$ cat config.mk
export PLATFORM = sky130hd
export DESIGN_NAME = button_hold_event_generator
export DESIGN_NICKNAME = d
export VERILOG_FILES = /design/src/rtl/bhe_pkg.sv /design/src/rtl/bhe_front.sv /design/src/rtl/bhe_queue.sv /design/src/rtl/bhe_back.sv /design/src/rtl/button_hold_event_generator.sv
export SDC_FILE = /design/constraint.sdc
export NUM_CORES = 1
export LEC_CHECK = 0
export ABC_AREA = 1
export ABC_CLOCK_PERIOD_IN_PS = 11000
export BUFFER_PORTS_ARGS = -buffer_cell sky130_fd_sc_hd__buf_2
export CORE_AREA = 4 4 174 176
export CTS_CLUSTER_DIAMETER = 120
export DETAILED_ROUTE_END_ITERATION = 10
export DIE_AREA = 0 0 178 180
export HOLD_SLACK_MARGIN = 0.08
export PLACE_DENSITY = 0.84
export SYNTH_ARGS = -nofsm -noshare
export SYNTH_HDL_FRONTEND = slang
export SYNTH_SLANG_ARGS = --single-unit
$ cat constraint.sdc
create_clock -name clk -period 11 [get_ports clk]
set_input_delay 2.2 -clock clk [delete_from_list [all_inputs] [get_ports clk]]
set_output_delay 2.2 -clock clk [all_outputs]
set_load 0.005 [all_outputs]
$ cat src/rtl/bhe_pkg.sv
// shared types and constants for the button hold event generator
package bhe_pkg;

    localparam int NUM_BUTTONS_DEF = 4;
    localparam int TIME_BITS_DEF   = 32;

    localparam int HOLD_MS_BITS   = 16;
    localparam int CFG_INDEX_BITS = 3;
    localparam int CFG_DATA_BITS  = 16;
    localparam int NOW_BITS       = 32;

    localparam logic [CFG_INDEX_BITS-1:0] REG_SHORT_HOLD     = 3'd0;
    localparam logic [CFG_INDEX_BITS-1:0] REG_LONG_HOLD      = 3'd1;
    localparam logic [CFG_INDEX_BITS-1:0] REG_VERYLONG_HOLD  = 3'd2;
    localparam logic [CFG_INDEX_BITS-1:0] REG_SUPERLONG_HOLD = 3'd3;
    localparam logic [CFG_INDEX_BITS-1:0] REG_SLOW_REPEAT    = 3'd4;
    localparam logic [CFG_INDEX_BITS-1:0] REG_FAST_REPEAT    = 3'd5;
    localparam logic [CFG_INDEX_BITS-1:0] REG_REPEAT_ENABLE  = 3'd6;

    localparam logic [HOLD_MS_BITS-1:0] SHORT_HOLD_RST     = 16'd1000;
    localparam logic [HOLD_MS_BITS-1:0] LONG_HOLD_RST      = 16'd3000;
    localparam logic [HOLD_MS_BITS-1:0] VERYLONG_HOLD_RST  = 16'd5000;
    localparam logic [HOLD_MS_BITS-1:0] SUPERLONG_HOLD_RST = 16'd15000;
    localparam logic [HOLD_MS_BITS-1:0] SLOW_REPEAT_RST    = 16'd125;
    localparam logic [HOLD_MS_BITS-1:0] FAST_REPEAT_RST    = 16'd20;
    localparam logic                    REPEAT_ENABLE_RST  = 1'b1;

    localparam logic OP_POLL = 1'b0;
    localparam logic OP_STOP = 1'b1;

    localparam logic [1:0] BTN_UP   = 2'd2;
    localparam logic [1:0] BTN_DOWN = 2'd3;

    localparam logic [2:0] KIND_RELEASE = 3'd0;
    localparam logic [2:0] KIND_PRESS   = 3'd1;

    localparam logic [2:0] LEVEL_NONE      = 3'd0;
    localparam logic [2:0] LEVEL_SHORT     = 3'd2;
    localparam logic [2:0] LEVEL_LONG      = 3'd3;
    localparam logic [2:0] LEVEL_VERYLONG  = 3'd4;
    localparam logic [2:0] LEVEL_SUPERLONG = 3'd5;
    localparam logic [2:0] LEVEL_STOPPED   = 3'd6;

    localparam int MAX_EVENTS  = 3;
    localparam int QUEUE_DEPTH = 2;

    typedef struct packed {
        logic [1:0] button;
        logic [2:0] kind;
        logic [2:0] prior;
    } event_t;

    typedef struct packed {
        logic [1:0]                    count;
        event_t [MAX_EVENTS-1:0]       events;
    } bundle_t;

endpackage

$ cat src/rtl/bhe_front.sv
// front end: config registers, hold state and per-poll event classification
module bhe_front
    import bhe_pkg::*;
#(
    parameter int NUM_BUTTONS = NUM_BUTTONS_DEF,
    parameter int TIME_BITS   = TIME_BITS_DEF
)
(
    input  logic                      clk,
    input  logic                      rst_n,
    input  logic                      cfg_wr_en,
    input  logic [CFG_INDEX_BITS-1:0] cfg_index,
    input  logic [CFG_DATA_BITS-1:0]  cfg_data,
    input  logic                      in_valid,
    output logic                      in_ready,
    input  logic                      operation,
    input  logic [1:0]                button,
    input  logic                      pressed,
    input  logic [NOW_BITS-1:0]       now_ms,
    output logic                      push,
    output bundle_t                   push_bundle,
    input  logic                      push_ready
);

    logic [HOLD_MS_BITS-1:0] short_hold_reg;
    logic [HOLD_MS_BITS-1:0] long_hold_reg;
    logic [HOLD_MS_BITS-1:0] verylong_hold_reg;
    logic [HOLD_MS_BITS-1:0] superlong_hold_reg;
    logic [HOLD_MS_BITS-1:0] slow_repeat_reg;
    logic [HOLD_MS_BITS-1:0] fast_repeat_reg;
    logic                    repeat_enable_reg;

    logic                 active_valid_reg,  active_valid_next;
    logic [1:0]           active_button_reg, active_button_next;
    logic [2:0]           hold_level_reg,    hold_level_next;
    logic [TIME_BITS-1:0] press_time_reg,    press_time_next;
    logic [TIME_BITS-1:0] repeat_time_reg,   repeat_time_next;

    logic                    accept;
    logic [TIME_BITS-1:0]    now_t;
    logic                    poll_ok;
    logic                    new_press;
    logic                    same_btn;
    logic                    held_go;
    logic                    release_go;
    logic [2:0]              base_level;
    logic [2:0]              new_level;
    logic [2:0]              after_level;
    logic [TIME_BITS-1:0]    held_ms;
    logic [TIME_BITS-1:0]    rep_diff;
    logic [HOLD_MS_BITS-1:0] rate;
    logic                    is_updown;
    logic                    level_go;
    logic                    rep_go;
    logic                    rel_emit;
    bundle_t                 bundle;

    assign in_ready = push_ready;
    assign accept   = in_valid && push_ready;

    assign now_t      = TIME_BITS'(now_ms);
    assign poll_ok    = (operation == OP_POLL) && (int'(button) < NUM_BUTTONS);
    assign new_press  = poll_ok && !active_valid_reg && pressed;
    assign same_btn   = active_valid_reg && (active_button_reg == button);
    assign held_go    = poll_ok && pressed && (new_press || same_btn);
    assign release_go = poll_ok && !pressed && same_btn;
    assign base_level = new_press ? LEVEL_NONE : hold_level_reg;
    assign held_ms    = new_press ? '0 : (now_t - press_time_reg);
    assign is_updown  = (button == BTN_UP) || (button == BTN_DOWN);

    always_comb
    begin
        new_level = LEVEL_NONE;
        if (held_ms >= TIME_BITS'(superlong_hold_reg) && base_level < LEVEL_SUPERLONG)
        begin
            new_level = LEVEL_SUPERLONG;
        end
        else if (held_ms >= TIME_BITS'(verylong_hold_reg) && base_level < LEVEL_VERYLONG)
        begin
            new_level = LEVEL_VERYLONG;
        end
        else if (held_ms >= TIME_BITS'(long_hold_reg) && base_level < LEVEL_LONG)
        begin
            new_level = LEVEL_LONG;
        end
        else if (held_ms >= TIME_BITS'(short_hold_reg) && base_level < LEVEL_SHORT)
        begin
            new_level = LEVEL_SHORT;
        end
    end

    assign level_go    = held_go && (new_level != LEVEL_NONE);
    assign after_level = level_go ? new_level : base_level;
    assign rep_diff    = (level_go && new_level == LEVEL_SHORT) ? '0
                                                                : (now_t - repeat_time_reg);
    assign rate        = (after_level >= LEVEL_LONG) ? fast_repeat_reg : slow_repeat_reg;
    assign rep_go      = held_go && is_updown && repeat_enable_reg
                         && (after_level >= LEVEL_SHORT) && (rep_diff >= TIME_BITS'(rate));
    assign rel_emit    = release_go && (hold_level_reg != LEVEL_STOPPED);

    // pack the events of this poll into consecutive slots
    always_comb
    begin
        logic [1:0] slot;
        slot   = 2'd0;
        bundle = '0;
        if (new_press)
        begin
            bundle.events[slot] = '{button: button, kind: KIND_PRESS, prior: LEVEL_NONE};
            slot = slot + 2'd1;
        end
        if (level_go)
        begin
            bundle.events[slot] = '{button: button, kind: new_level, prior: base_level};
            slot = slot + 2'd1;
        end
        if (rep_go)
        begin
            bundle.events[slot] = '{button: button, kind: KIND_PRESS, prior: after_level};
            slot = slot + 2'd1;
        end
        if (rel_emit)
        begin
            bundle.events[slot] = '{button: button, kind: KIND_RELEASE, prior: hold_level_reg};
            slot = slot + 2'd1;
        end
        bundle.count = slot;
    end

    assign push        = accept && (bundle.count != 2'd0);
    assign push_bundle = bundle;

    always_comb
    begin
        active_valid_next  = active_valid_reg;
        active_button_next = active_button_reg;
        hold_level_next    = hold_level_reg;
        press_time_next    = press_time_reg;
        repeat_time_next   = repeat_time_reg;
        if (accept)
        begin
            if (operation == OP_STOP)
            begin
                hold_level_next = LEVEL_STOPPED;
            end
            else
            begin
                if (new_press)
                begin
                    active_valid_next  = 1'b1;
                    active_button_next = button;
                    press_time_next    = now_t;
                    hold_level_next    = LEVEL_NONE;
                end
                if (level_go)
                begin
                    hold_level_next = new_level;
                    if (new_level == LEVEL_SHORT)
                    begin
                        repeat_time_next = now_t;
                    end
                end
                if (rep_go)
                begin
                    repeat_time_next = now_t;
                end
                if (release_go)
                begin
                    active_valid_next = 1'b0;
                    hold_level_next   = LEVEL_NONE;
                end
            end
        end
    end

    always_ff @(posedge clk or negedge rst_n)
    begin
        if (!rst_n)
        begin
            active_valid_reg  <= 1'b0;
            active_button_reg <= 2'd0;
            hold_level_reg    <= LEVEL_NONE;
            press_time_reg    <= '0;
            repeat_time_reg   <= '0;
        end
        else
        begin
            active_valid_reg  <= active_valid_next;
            active_button_reg <= active_button_next;
            hold_level_reg    <= hold_level_next;
            press_time_reg    <= press_time_next;
            repeat_time_reg   <= repeat_time_next;
        end
    end

    always_ff @(posedge clk or negedge rst_n)
    begin
        if (!rst_n)
        begin
            short_hold_reg     <= SHORT_HOLD_RST;
            long_hold_reg      <= LONG_HOLD_RST;
            verylong_hold_reg  <= VERYLONG_HOLD_RST;
            superlong_hold_reg <= SUPERLONG_HOLD_RST;
            slow_repeat_reg    <= SLOW_REPEAT_RST;
            fast_repeat_reg    <= FAST_REPEAT_RST;
            repeat_enable_reg  <= REPEAT_ENABLE_RST;
        end
        else if (cfg_wr_en)
        begin
            unique case (cfg_index)
                REG_SHORT_HOLD:     short_hold_reg     <= cfg_data;
                REG_LONG_HOLD:      long_hold_reg      <= cfg_data;
                REG_VERYLONG_HOLD:  verylong_hold_reg  <= cfg_data;
                REG_SUPERLONG_HOLD: superlong_hold_reg <= cfg_data;
                REG_SLOW_REPEAT:    slow_repeat_reg    <= cfg_data;
                REG_FAST_REPEAT:    fast_repeat_reg    <= cfg_data;
                REG_REPEAT_ENABLE:  repeat_enable_reg  <= cfg_data[0];
                default:            ;
            endcase
        end
    end

    assert property (@(posedge clk) disable iff (!rst_n)
        !active_valid_reg |-> (hold_level_reg == LEVEL_NONE || hold_level_reg == LEVEL_STOPPED))
        else $error("idle front holds a live hold level");

    assert property (@(posedge clk) disable iff (!rst_n)
        accept && operation == OP_STOP |=> hold_level_reg == LEVEL_STOPPED)
        else $error("stop request did not mark the hold as stopped");

    assert property (@(posedge clk) disable iff (!rst_n)
        accept && operation == OP_STOP |-> !push)
        else $error("stop request produced an event");

endmodule

$ cat src/rtl/bhe_queue.sv
// short queue of per-poll event bundles between front and back
module bhe_queue
    import bhe_pkg::*;
(
    input  logic    clk,
    input  logic    rst_n,
    input  logic    push,
    input  bundle_t push_bundle,
    output logic    push_ready,
    output logic    head_valid,
    output bundle_t head_bundle,
    input  logic    pop
);

    localparam int PTR_BITS = (QUEUE_DEPTH > 1) ? $clog2(QUEUE_DEPTH) : 1;
    localparam int CNT_BITS = $clog2(QUEUE_DEPTH + 1);

    bundle_t             entries [QUEUE_DEPTH];
    logic [PTR_BITS-1:0] wr_ptr_reg, wr_ptr_next;
    logic [PTR_BITS-1:0] rd_ptr_reg, rd_ptr_next;
    logic [CNT_BITS-1:0] count_reg,  count_next;

    assign push_ready  = (count_reg != CNT_BITS'(QUEUE_DEPTH));
    assign head_valid  = (count_reg != '0);
    assign head_bundle = entries[rd_ptr_reg];

    always_comb
    begin
        wr_ptr_next = wr_ptr_reg;
        rd_ptr_next = rd_ptr_reg;
        count_next  = count_reg;
        if (push)
        begin
            wr_ptr_next = (wr_ptr_reg == PTR_BITS'(QUEUE_DEPTH - 1)) ? '0
                                                                     : wr_ptr_reg + 1'b1;
        end
        if (pop)
        begin
            rd_ptr_next = (rd_ptr_reg == PTR_BITS'(QUEUE_DEPTH - 1)) ? '0
                                                                     : rd_ptr_reg + 1'b1;
        end
        if (push && !pop)
        begin
            count_next = count_reg + 1'b1;
        end
        else if (pop && !push)
        begin
            count_next = count_reg - 1'b1;
        end
    end

    always_ff @(posedge clk or negedge rst_n)
    begin
        if (!rst_n)
        begin
            wr_ptr_reg <= '0;
            rd_ptr_reg <= '0;
            count_reg  <= '0;
        end
        else
        begin
            wr_ptr_reg <= wr_ptr_next;
            rd_ptr_reg <= rd_ptr_next;
            count_reg  <= count_next;
        end
    end

    always_ff @(posedge clk)
    begin
        if (push)
        begin
            entries[wr_ptr_reg] <= push_bundle;
        end
    end

    assert property (@(posedge clk) disable iff (!rst_n)
        count_reg <= CNT_BITS'(QUEUE_DEPTH))
        else $error("queue count out of range");

    assert property (@(posedge clk) disable iff (!rst_n)
        pop |-> head_valid)
        else $error("pop from empty queue");

    assert property (@(posedge clk) disable iff (!rst_n)
        push && !pop |=> count_reg == $past(count_reg) + 1'b1)
        else $error("queue lost a pushed bundle");

endmodule

$ cat src/rtl/bhe_back.sv
// back end: steps through the events of the head bundle, one beat per cycle while out_ready is high
module bhe_back
    import bhe_pkg::*;
(
    input  logic       clk,
    input  logic       rst_n,
    input  logic       head_valid,
    input  bundle_t    head_bundle,
    output logic       pop,
    output logic       out_valid,
    input  logic       out_ready,
    output logic [1:0] event_button,
    output logic [2:0] event_kind,
    output logic [2:0] prior_level,
    output logic       last_event
);

    logic [1:0] idx_reg, idx_next;
    event_t     cur;
    logic       fire;

    assign cur          = head_bundle.events[idx_reg];
    assign out_valid    = head_valid;
    assign event_button = cur.button;
    assign event_kind   = cur.kind;
    assign prior_level  = cur.prior;
    assign last_event   = (idx_reg == head_bundle.count - 2'd1);
    assign fire         = out_valid && out_ready;
    assign pop          = fire && last_event;

    always_comb
    begin
        idx_next = idx_reg;
        if (fire)
        begin
            idx_next = last_event ? 2'd0 : idx_reg + 2'd1;
        end
    end

    always_ff @(posedge clk or negedge rst_n)
    begin
        if (!rst_n)
        begin
            idx_reg <= 2'd0;
        end
        else
        begin
            idx_reg <= idx_next;
        end
    end

    assert property (@(posedge clk) disable iff (!rst_n)
        out_valid |-> head_bundle.count != 2'd0 && idx_reg < head_bundle.count)
        else $error("beat index outside the head bundle");

    assert property (@(posedge clk) disable iff (!rst_n)
        fire && !last_event |=> out_valid && event_button == $past(event_button))
        else $error("bundle cut short before its last beat");

    assert property (@(posedge clk) disable iff (!rst_n)
        !out_valid |-> idx_reg == 2'd0)
        else $error("beat index left over with no bundle");

endmodule

$ cat src/rtl/button_hold_event_generator.sv
// top level: button hold event generator with long-press levels and auto repeat
// an accepted poll's bundle is registered in the queue; its first event beat shows once it reaches the queue head
// one poll per cycle enters while the queue has room; the output drains one event beat per cycle
// while out_ready is high; a poll causes at most 3 event beats, all through the single output port
// a two-bundle queue between classification and output lets polls enter while beats wait
// reset: asynchronous active low; registers return to defaults, no button active, queue empty
module button_hold_event_generator
    import bhe_pkg::*;
#(
    parameter int NUM_BUTTONS = NUM_BUTTONS_DEF,
    parameter int TIME_BITS   = TIME_BITS_DEF
)
(
    input  logic                      clk,
    input  logic                      rst_n,
    input  logic                      cfg_wr_en,
    input  logic [CFG_INDEX_BITS-1:0] cfg_index,
    input  logic [CFG_DATA_BITS-1:0]  cfg_data,
    input  logic                      in_valid,
    output logic                      in_ready,
    input  logic                      operation,
    input  logic [1:0]                button,
    input  logic                      pressed,
    input  logic [NOW_BITS-1:0]       now_ms,
    output logic                      out_valid,
    input  logic                      out_ready,
    output logic [1:0]                event_button,
    output logic [2:0]                event_kind,
    output logic [2:0]                prior_level,
    output logic                      last_event
);

    logic    push;
    bundle_t push_bundle;
    logic    push_ready;
    logic    head_valid;
    bundle_t head_bundle;
    logic    pop;

    bhe_front #(
        .NUM_BUTTONS (NUM_BUTTONS),
        .TIME_BITS   (TIME_BITS)
    ) u_front (
        .clk         (clk),
        .rst_n       (rst_n),
        .cfg_wr_en   (cfg_wr_en),
        .cfg_index   (cfg_index),
        .cfg_data    (cfg_data),
        .in_valid    (in_valid),
        .in_ready    (in_ready),
        .operation   (operation),
        .button      (button),
        .pressed     (pressed),
        .now_ms      (now_ms),
        .push        (push),
        .push_bundle (push_bundle),
        .push_ready  (push_ready)
    );

    bhe_queue u_queue (
        .clk         (clk),
        .rst_n       (rst_n),
        .push        (push),
        .push_bundle (push_bundle),
        .push_ready  (push_ready),
        .head_valid  (head_valid),
        .head_bundle (head_bundle),
        .pop         (pop)
    );

    bhe_back u_back (
        .clk          (clk),
        .rst_n        (rst_n),
        .head_valid   (head_valid),
        .head_bundle  (head_bundle),
        .pop          (pop),
        .out_valid    (out_valid),
        .out_ready    (out_ready),
        .event_button (event_button),
        .event_kind   (event_kind),
        .prior_level  (prior_level),
        .last_event   (last_event)
    );

endmodule

==> metrics.md, run 1 <==
| Metric | Value |
|---|---|
| Status | completed |
| DR vias/cell | 5.407 |
| Final hold violations | 0 |
| Overall routing resource usage | 0.2502 |
| WS Path Type | in2reg |
| Clk buf depth | 3 |
| Post-synthesis sequential area ratio | 0.3703 |
| Met3 Wirelength | 2956 µm |
| Root Buffer | clkbuf_16 |
| Commonest cells after routing, fill and taps aside | nand2_1 (565), inv_1 (373), o21ai_0 (223), nor2_1 (188), ha_1 (146) |
| Setup TNS | 0 ns |
| Fillers | 2,579 |
| Main flop type after synthesis | dfrtp_1 |
| Distinct cells, synth | 48 |
| Gate Count Post-Synth | 2,179 |
| Fraction of registers with async set or reset after synthesis | 0.7828 |
| # setup viols final | 0 |
| HP Class | reg2reg |
| Via count | 14,290 |
| Logic pwr share | 0.561 |
| Total power | 4.622 mW |
| Psw | 2.107 mW |
| Slew @ Worst Pin | 1.187 ns |
| GRT overflow | 0 |
| Layout cells sized above 1 | 0.09035 |
| Max frequency | 102.0 MHz |
| Cell seen most often among critical-path stages | nand2_1 |
| Detailed-route DRC error count | 0 |
| Sequential power share | 0.253 |
| Yosys warns | 0 |
| Vias in the first global route | 13,340 |
| TritonCTS Buffers | 25 |
| Top routing layer used | met4 |
| Post-synthesis register bit count | 221 |
| LEAKAGE | 9.073 nW |
| Synth Area per Inst | 7.205 µm² |
| Placed insts | 2,596 |
| Largest register FFs | 48 |
| Ant. Diodes | 0 |
| Period utilization | 0.8914 |
| Final GP Congestion | 1.009 |
| Peak VDD IR | 0.1396 mV |
| DR WL/cell | 15.35 µm |
| Post-CTS Repair Setup Buffers | 0 |
| Final wirelength | 40,560 µm |
| CTS tree | built |
| Crit end category | register |
| Worst hold slack | 0.4812 ns |
| Slew Viols, Final | 0 |
| Initial antenna violation count | 0 |
| Count of flip-flops with a built-in enable after synthesis | 48 |
| Worst Skew | 0.02173 ns |
| Initial Util | 0.5484 |
| CP Data Arrival Time | 9.95 ns |
| Layout net count | 2,447 |
| Crit path time final | 9.805 ns |
| Max FO, Critical Path | 24 |
| Num rows | 62 |
| Startpoint types | input port |
| Max-cap violations | 0 |
| Chip Height | 180 µm |
| Clock Sinks | 221 |
| Slowest cell on the critical path | inv_1 |
| Wire length on met2 | 18,800 µm |
| Finished Core Util | 0.6028 |
| Die width | 178 µm |
| Clock Latency Late Sink | 0.54 ns |
| Worst Setup Slack post-DPL | 0.8052 ns |
| Largest net degree at the start of global routing | 65 |
| Post-synth net total | 2,387 |
| I/O pin count | 71 |
| ANT nets after route | 0 |
| Core outline area | 28,630 µm² |
| Detailed placement HPWL | 31,180 µm |
| Pwr dens | 267.9 nW/µm² |
| Die area | 32,040 µm² |
| Sw Share | 0.4559 |
| Dpl cell area | 16,400 µm² |
| Reg clk slew, reported paths | 0.06 ns |
| RSZ-0062 raised after global routing | no |
| Mapped Area | 15,700 µm² |
| Required time of the critical path | 11.14 ns |
| 1st-pass router iterations | 6 |
| Clock Power Share | 0.186 |
| Worst path bufs/invs | 10 |
| DRT met1 WL | 17,860 µm |
| First-pass GRT wire length | 66,470 µm |
| H-tree depth | 1 |
| Most common cell after layout, fill and taps aside | nand2_1 |
| Non-Filler Instances | 2,642 |
| CP delay by family, top | simple AND/OR/NAND/NOR gates |
| Critical path's largest stage delay | 0.68 ns |
| Port Buffers | 70 |
| # hold bufs at CTS | 0 |
| DR iter-0 viols | 1,417 |
| PnR worst setup slack | 1.195 ns |
| Finished Cell Area | 17,260 µm² |
| Worst slew margin | 0.2057 |
| Area growth from synthesis to layout | 9.915% |
| Internal cell power | 2.515 mW |
| Post-CTS sizing | 0 |
path summary, 6_finish.rpt:
check / from / depth (start not counted) / slack (ns) / end
max in group asynchronous: rst_n / 2 / 8.21 / u_front.superlong_hold_reg[14]$_DFFE_PN0P_
min: u_queue.count_reg[0]$_DFFE_PN0P_ / 1 / 0.48 / u_queue.count_reg[0]$_DFFE_PN0P_
max: now_ms[0] / 56 / 1.20 / u_queue.entries[0][0]$_DFFE_PP_
max reg2reg: u_front.press_time_reg[0]$_DFFE_PN0P_ / 54 / 2.69 / u_queue.entries[0][0]$_DFFE_PP_
min reg2reg: u_queue.count_reg[0]$_DFFE_PN0P_ / 1 / 0.48 / u_queue.count_reg[0]$_DFFE_PN0P_
min in group asynchronous: rst_n / 1 / 1.59 / u_front.repeat_time_reg[23]$_DFFE_PN0P_
synthesized netlist by cell type, types with 8 or more instances:
| library cell | count | share of area |
|---|---|---|
| dfrtp_1 | 139 | 0.22 |
| nand4_1 | 27 | 0.011 |
| clkbuf_1 | 34 | 0.0081 |
| xnor2_1 | 19 | 0.011 |
| nand2_2 | 16 | 0.0064 |
| dfstp_2 | 34 | 0.057 |
| o21ai_1 | 8 | 0.0026 |
| xor2_1 | 14 | 0.0078 |
| ha_1 | 146 | 0.12 |
| nand3b_1 | 8 | 0.0038 |
| or2_2 | 8 | 0.0032 |
| inv_1 | 373 | 0.089 |
| nand3_1 | 78 | 0.025 |
| nor3_1 | 14 | 0.0045 |
| or2_0 | 9 | 0.0036 |
| nand2_1 | 565 | 0.14 |
| a21oi_1 | 139 | 0.044 |
| edfxtp_1 | 48 | 0.092 |
| nor2_1 | 190 | 0.045 |
| o21ai_0 | 223 | 0.071 |
| o22ai_1 | 11 | 0.0044 |
power groups by stage:
stage | Sequential (mW) | Clock (mW) | Combinational (mW)
after detailed placement | 1.18 | 0 | 2.53
after global placement | 1.17 | 0 | 2.44
after CTS | 1.17 | 0.877 | 2.56
after floorplan | 1.14 | 0 | 1.93
after global routing | 1.19 | 0.916 | 2.97
final | 1.17 | 0.860 | 2.59
worst reg2reg max path: cells and delay by family, from the launching register on:
| family | cells | cell delay, ns |
|---|---|---|
| flops | 1 | 0.38 |
| simple gates | 27 | 2.62 |
| fa+ha+maj | 5 | 1.22 |
| buf+inv | 8 | 1.41 |
| compound gates | 14 | 2.27 |
cell type report:
type,count,area [µm²],area share
Multi-Input combinational cell,1534,8277,0.4797
Sequential cell,221,5813,0.3369
Inverter,381,1430,0.08288
Clock buffer,32,691.9,0.04010
Tap cell,384,480.5,0.02784
Timing Repair Buffer,76,401.6,0.02328
Clock inverter,14,161.4,0.009354
layer usage:
layer | GRT usage | vias up
met4 | 0.06157 | 0
met3 | 0.03571 | 65
met5 | 0 | -
met1 | 0.3452 | 6568
met2 | 0.4162 | 541
li1 | - | 7112
cell families after synthesis:
| kind of cell | synth area share |
|---|---|
| fa+ha+maj | 0.1189 |
| compound gates | 0.1400 |
| buf+inv | 0.1031 |
| flops | 0.3703 |
| mux | 0.0006376 |
| simple gates | 0.2487 |
| xor+xnor | 0.01841 |
(Power assumes the default switching activity.)
==> inputs of run 2 (changes only) <==
- CORE_AREA: 4 4 174 176 -> 4 4 204 206
- CTS_CLUSTER_SIZE: default -> 12
- DIE_AREA: 0 0 178 180 -> 0 0 208 210
- PLACE_DENSITY: 0.84 -> 0.67
==> run 2 against run 1 <==
Clock power is 17% lower. Via count fell by 2.9%. Critical path depth increased by 3. Routed wire length grew 7.7%. Final area decreased by 0.14%. Largest power group unchanged.
==> metrics.md, run 2 (synthesis results as in run 1) <==
| Metric | Value |
|---|---|
| Worst Skew | 0.03824 ns (+0.01652 ns) |
| Startpoint types | input port |
| Via count | 13,870 (-2.9%) |
| Clk buf depth | 3 (unchanged) |
| ANT nets after route | 0 (unchanged) |
| # setup viols final | 0 (unchanged) |
| Crit path time final | 9.705 ns (-0.09948 ns) |
| CTS tree | built |
| Worst Setup Slack post-DPL | 0.7830 ns (-0.02218 ns) |
| Worst slew margin | 0.2082 (+0.002431) |
| Cell seen most often among critical-path stages | nand2_1 |
| Sw Share | 0.4728 (+0.01689) |
| Logic pwr share | 0.583 (+0.022) |
| Detailed placement HPWL | 34,170 µm (+9.6%) |
| Largest net degree at the start of global routing | 65 (unchanged) |
| Max FO, Critical Path | 17 (-29%) |
| DR iter-0 viols | 1,024 (-28%) |
| Max frequency | 103.0 MHz (+1.0%) |
| Clock Sinks | 221 (unchanged) |
| Required time of the critical path | 11.40 ns (+0.26 ns) |
| Initial antenna violation count | 0 (unchanged) |
| WS Path Type | in2reg |
| Post-CTS sizing | 0 (unchanged) |
| Period utilization | 0.8823 (-0.009044) |
| Hold Path Cell Cnt | 1 (unchanged) |
| Worst hold start | u_queue.count_reg[0]$_DFFE_PN0P_ |
| Core outline area | 39,640 µm² (+38%) |
| Die width | 208 µm (+17%) |
| Clock Power Share | 0.158 (-0.028) |
| Internal cell power | 2.388 mW (-5.1%) |
| Worst R2R Setup Slack | 2.75 ns (+0.06 ns) |
| Max-cap violations | 0 (unchanged) |
| Peak VDD IR | 0.1028 mV (-26%) |
| Sequential power share | 0.258 (+0.005) |
| Vias in the first global route | 13,460 (+0.85%) |
| Final GP Congestion | 0.9326 (-7.5%) |
| Layout net count | 2,445 (-0.082%) |
| 1st-pass router iterations | 6 (unchanged) |
| Worst hold slack | 0.4755 ns (-0.005656 ns) |
| Worst R2R Path Depth | 57 (+5.6%) |
| Worst R2R Start | u_front.press_time_reg[0]$_DFFE_PN0P_ |
| # hold bufs at CTS | 0 (unchanged) |
| Post-CTS Repair Setup Buffers | 0 (unchanged) |
| CP Data Arrival Time | 10.10 ns (+0.15 ns) |
| Setup TNS | 0 ns (unchanged) |
| Ant. Diodes | 0 (unchanged) |
| Clock Latency Late Sink | 0.54 ns (about the same) |
| LEAKAGE | 8.965 nW (-1.2%) |
| Area growth from synthesis to layout | 9.755% |
| Slowest cell on the critical path | a21oi_1 |
| Crit end category | register |
| PnR worst setup slack | 1.295 ns (+0.09948 ns) |
| DR WL/cell | 15.72 µm (+2.4%) |
| Commonest cells after routing, fill and taps aside | nand2_1 (565), inv_1 (373), o21ai_0 (223), nor2_1 (188), ha_1 (146) |
| Slew @ Worst Pin | 1.184 ns (-0.002760 ns) |
| Final hold violations | 0 (unchanged) |
| GRT overflow | 0 (unchanged) |
| Critical path's largest stage delay | 0.39 ns (-0.29 ns) |
| Die area | 43,680 µm² (+36%) |
| Worst Hold End | u_queue.count_reg[0]$_DFFE_PN0P_ |
| Pwr dens | 262.9 nW/µm² (-1.9%) |
| Largest register FFs | 48 (unchanged) |
| Num rows | 73 (+18%) |
| Final wirelength | 43,670 µm (+7.7%) |
| Layout cells sized above 1 | 0.08256 (-0.007789) |
| Slew Viols, Final | 0 (unchanged) |
| HP Class | reg2reg |
| Chip Height | 210 µm (+17%) |
| Detailed-route DRC error count | 0 (unchanged) |
| Reg clk slew, reported paths | 0.07 ns (about the same) |
| I/O pin count | 71 (unchanged) |
| RSZ-0062 raised after global routing | no |
| TritonCTS Buffers | 22 (-12%) |
| Fillers | 4,095 (+59%) |
| Port Buffers | 70 (unchanged) |
| Initial Util | 0.3960 (-0.1524) |
| Worst R2R End | u_queue.count_reg[1]$_DFFE_PN0P_ |
| DR vias/cell | 4.992 (-7.7%) |
| First-pass GRT wire length | 70,990 µm (+6.8%) |
| Most common cell after layout, fill and taps aside | nand2_1 |
| Overall routing resource usage | 0.1970 (-0.05318) |
| Root Buffer | clkbuf_16 |
| Status | completed |
| H-tree depth | 1 (unchanged) |
| Psw | 2.141 mW (+1.6%) |
## run 2: how the worst max path moves through the flow
stage / from / end / depth (start not counted) / slack, ns
after global routing: now_ms[0] / u_queue.count_reg[1]$_DFFE_PN0P_ / 61 / 0.31
after global placement: now_ms[0] / u_queue.count_reg[1]$_DFFE_PN0P_ / 61 / 1.0
after CTS: now_ms[0] / u_queue.count_reg[1]$_DFFE_PN0P_ / 59 / 1.32
final: now_ms[0] / u_queue.count_reg[1]$_DFFE_PN0P_ / 59 / 1.29
after floorplan: now_ms[0] / u_queue.entries[1][0]$_DFFE_PP_ / 59 / 1.66
after detailed placement: now_ms[0] / u_queue.count_reg[1]$_DFFE_PN0P_ / 59 / 0.78
## run 2: stage by stage
step / power [mW] / std cells / util / area (µm²)
after floorplan: 3.065 / 2179 / - / 15700
after global placement: 3.725 / 2738 / 0.4184 / 16590
after detailed placement: 3.792 / 2738 / 0.4184 / 16590
after CTS: 4.540 / 2778 / 0.4347 / 17230
after global routing: 4.996 / 2778 / 0.4347 / 17230
final: 4.529 / 2778 / 0.4347 / 17230
## run 2: final cells by class
class | count | area, µm² | share of cell area
clock inverter | 1 | 8.758 | 0.0005083
timing repair buffer | 77 | 409.1 | 0.02375
tap | 525 | 656.9 | 0.03812
multi-input combinational | 1534 | 8277 | 0.4804
sequential | 221 | 5813 | 0.3374
inverter | 381 | 1430 | 0.08300
clock buffer | 39 | 635.6 | 0.03689
## run 2: worst max-delay path: cells and delay by family
kind	cells	cell delay [ns]
compound gates	17	2.62
xor+xnor	1	0.15
fa+ha+maj	6	1.68
buf+inv	10	0.94
simple gates	25	2.49
## run 2: per-layer routing
layer / vias to the layer above / share of wire / track usage
li1: 7094 / - / -
met1: 6412 / 0.48 / 0.2784
met2: 313 / 0.45 / 0.3258
met3: 48 / 0.051 / 0.02590
met4: 0 / 0.019 / 0.04462
met5: - / 0 / 0
## run 2: power groups by stage
stage          clock (mW)  sequential, mW  combinational, mW
6_report            0.717            1.17               2.64
2_1_floorplan           0            1.14               1.93
5_1_grt             0.773            1.19               3.03
3_3_place_gp            0            1.18               2.55
3_5_place_dp            0            1.18               2.61
4_1_cts             0.740            1.17               2.63
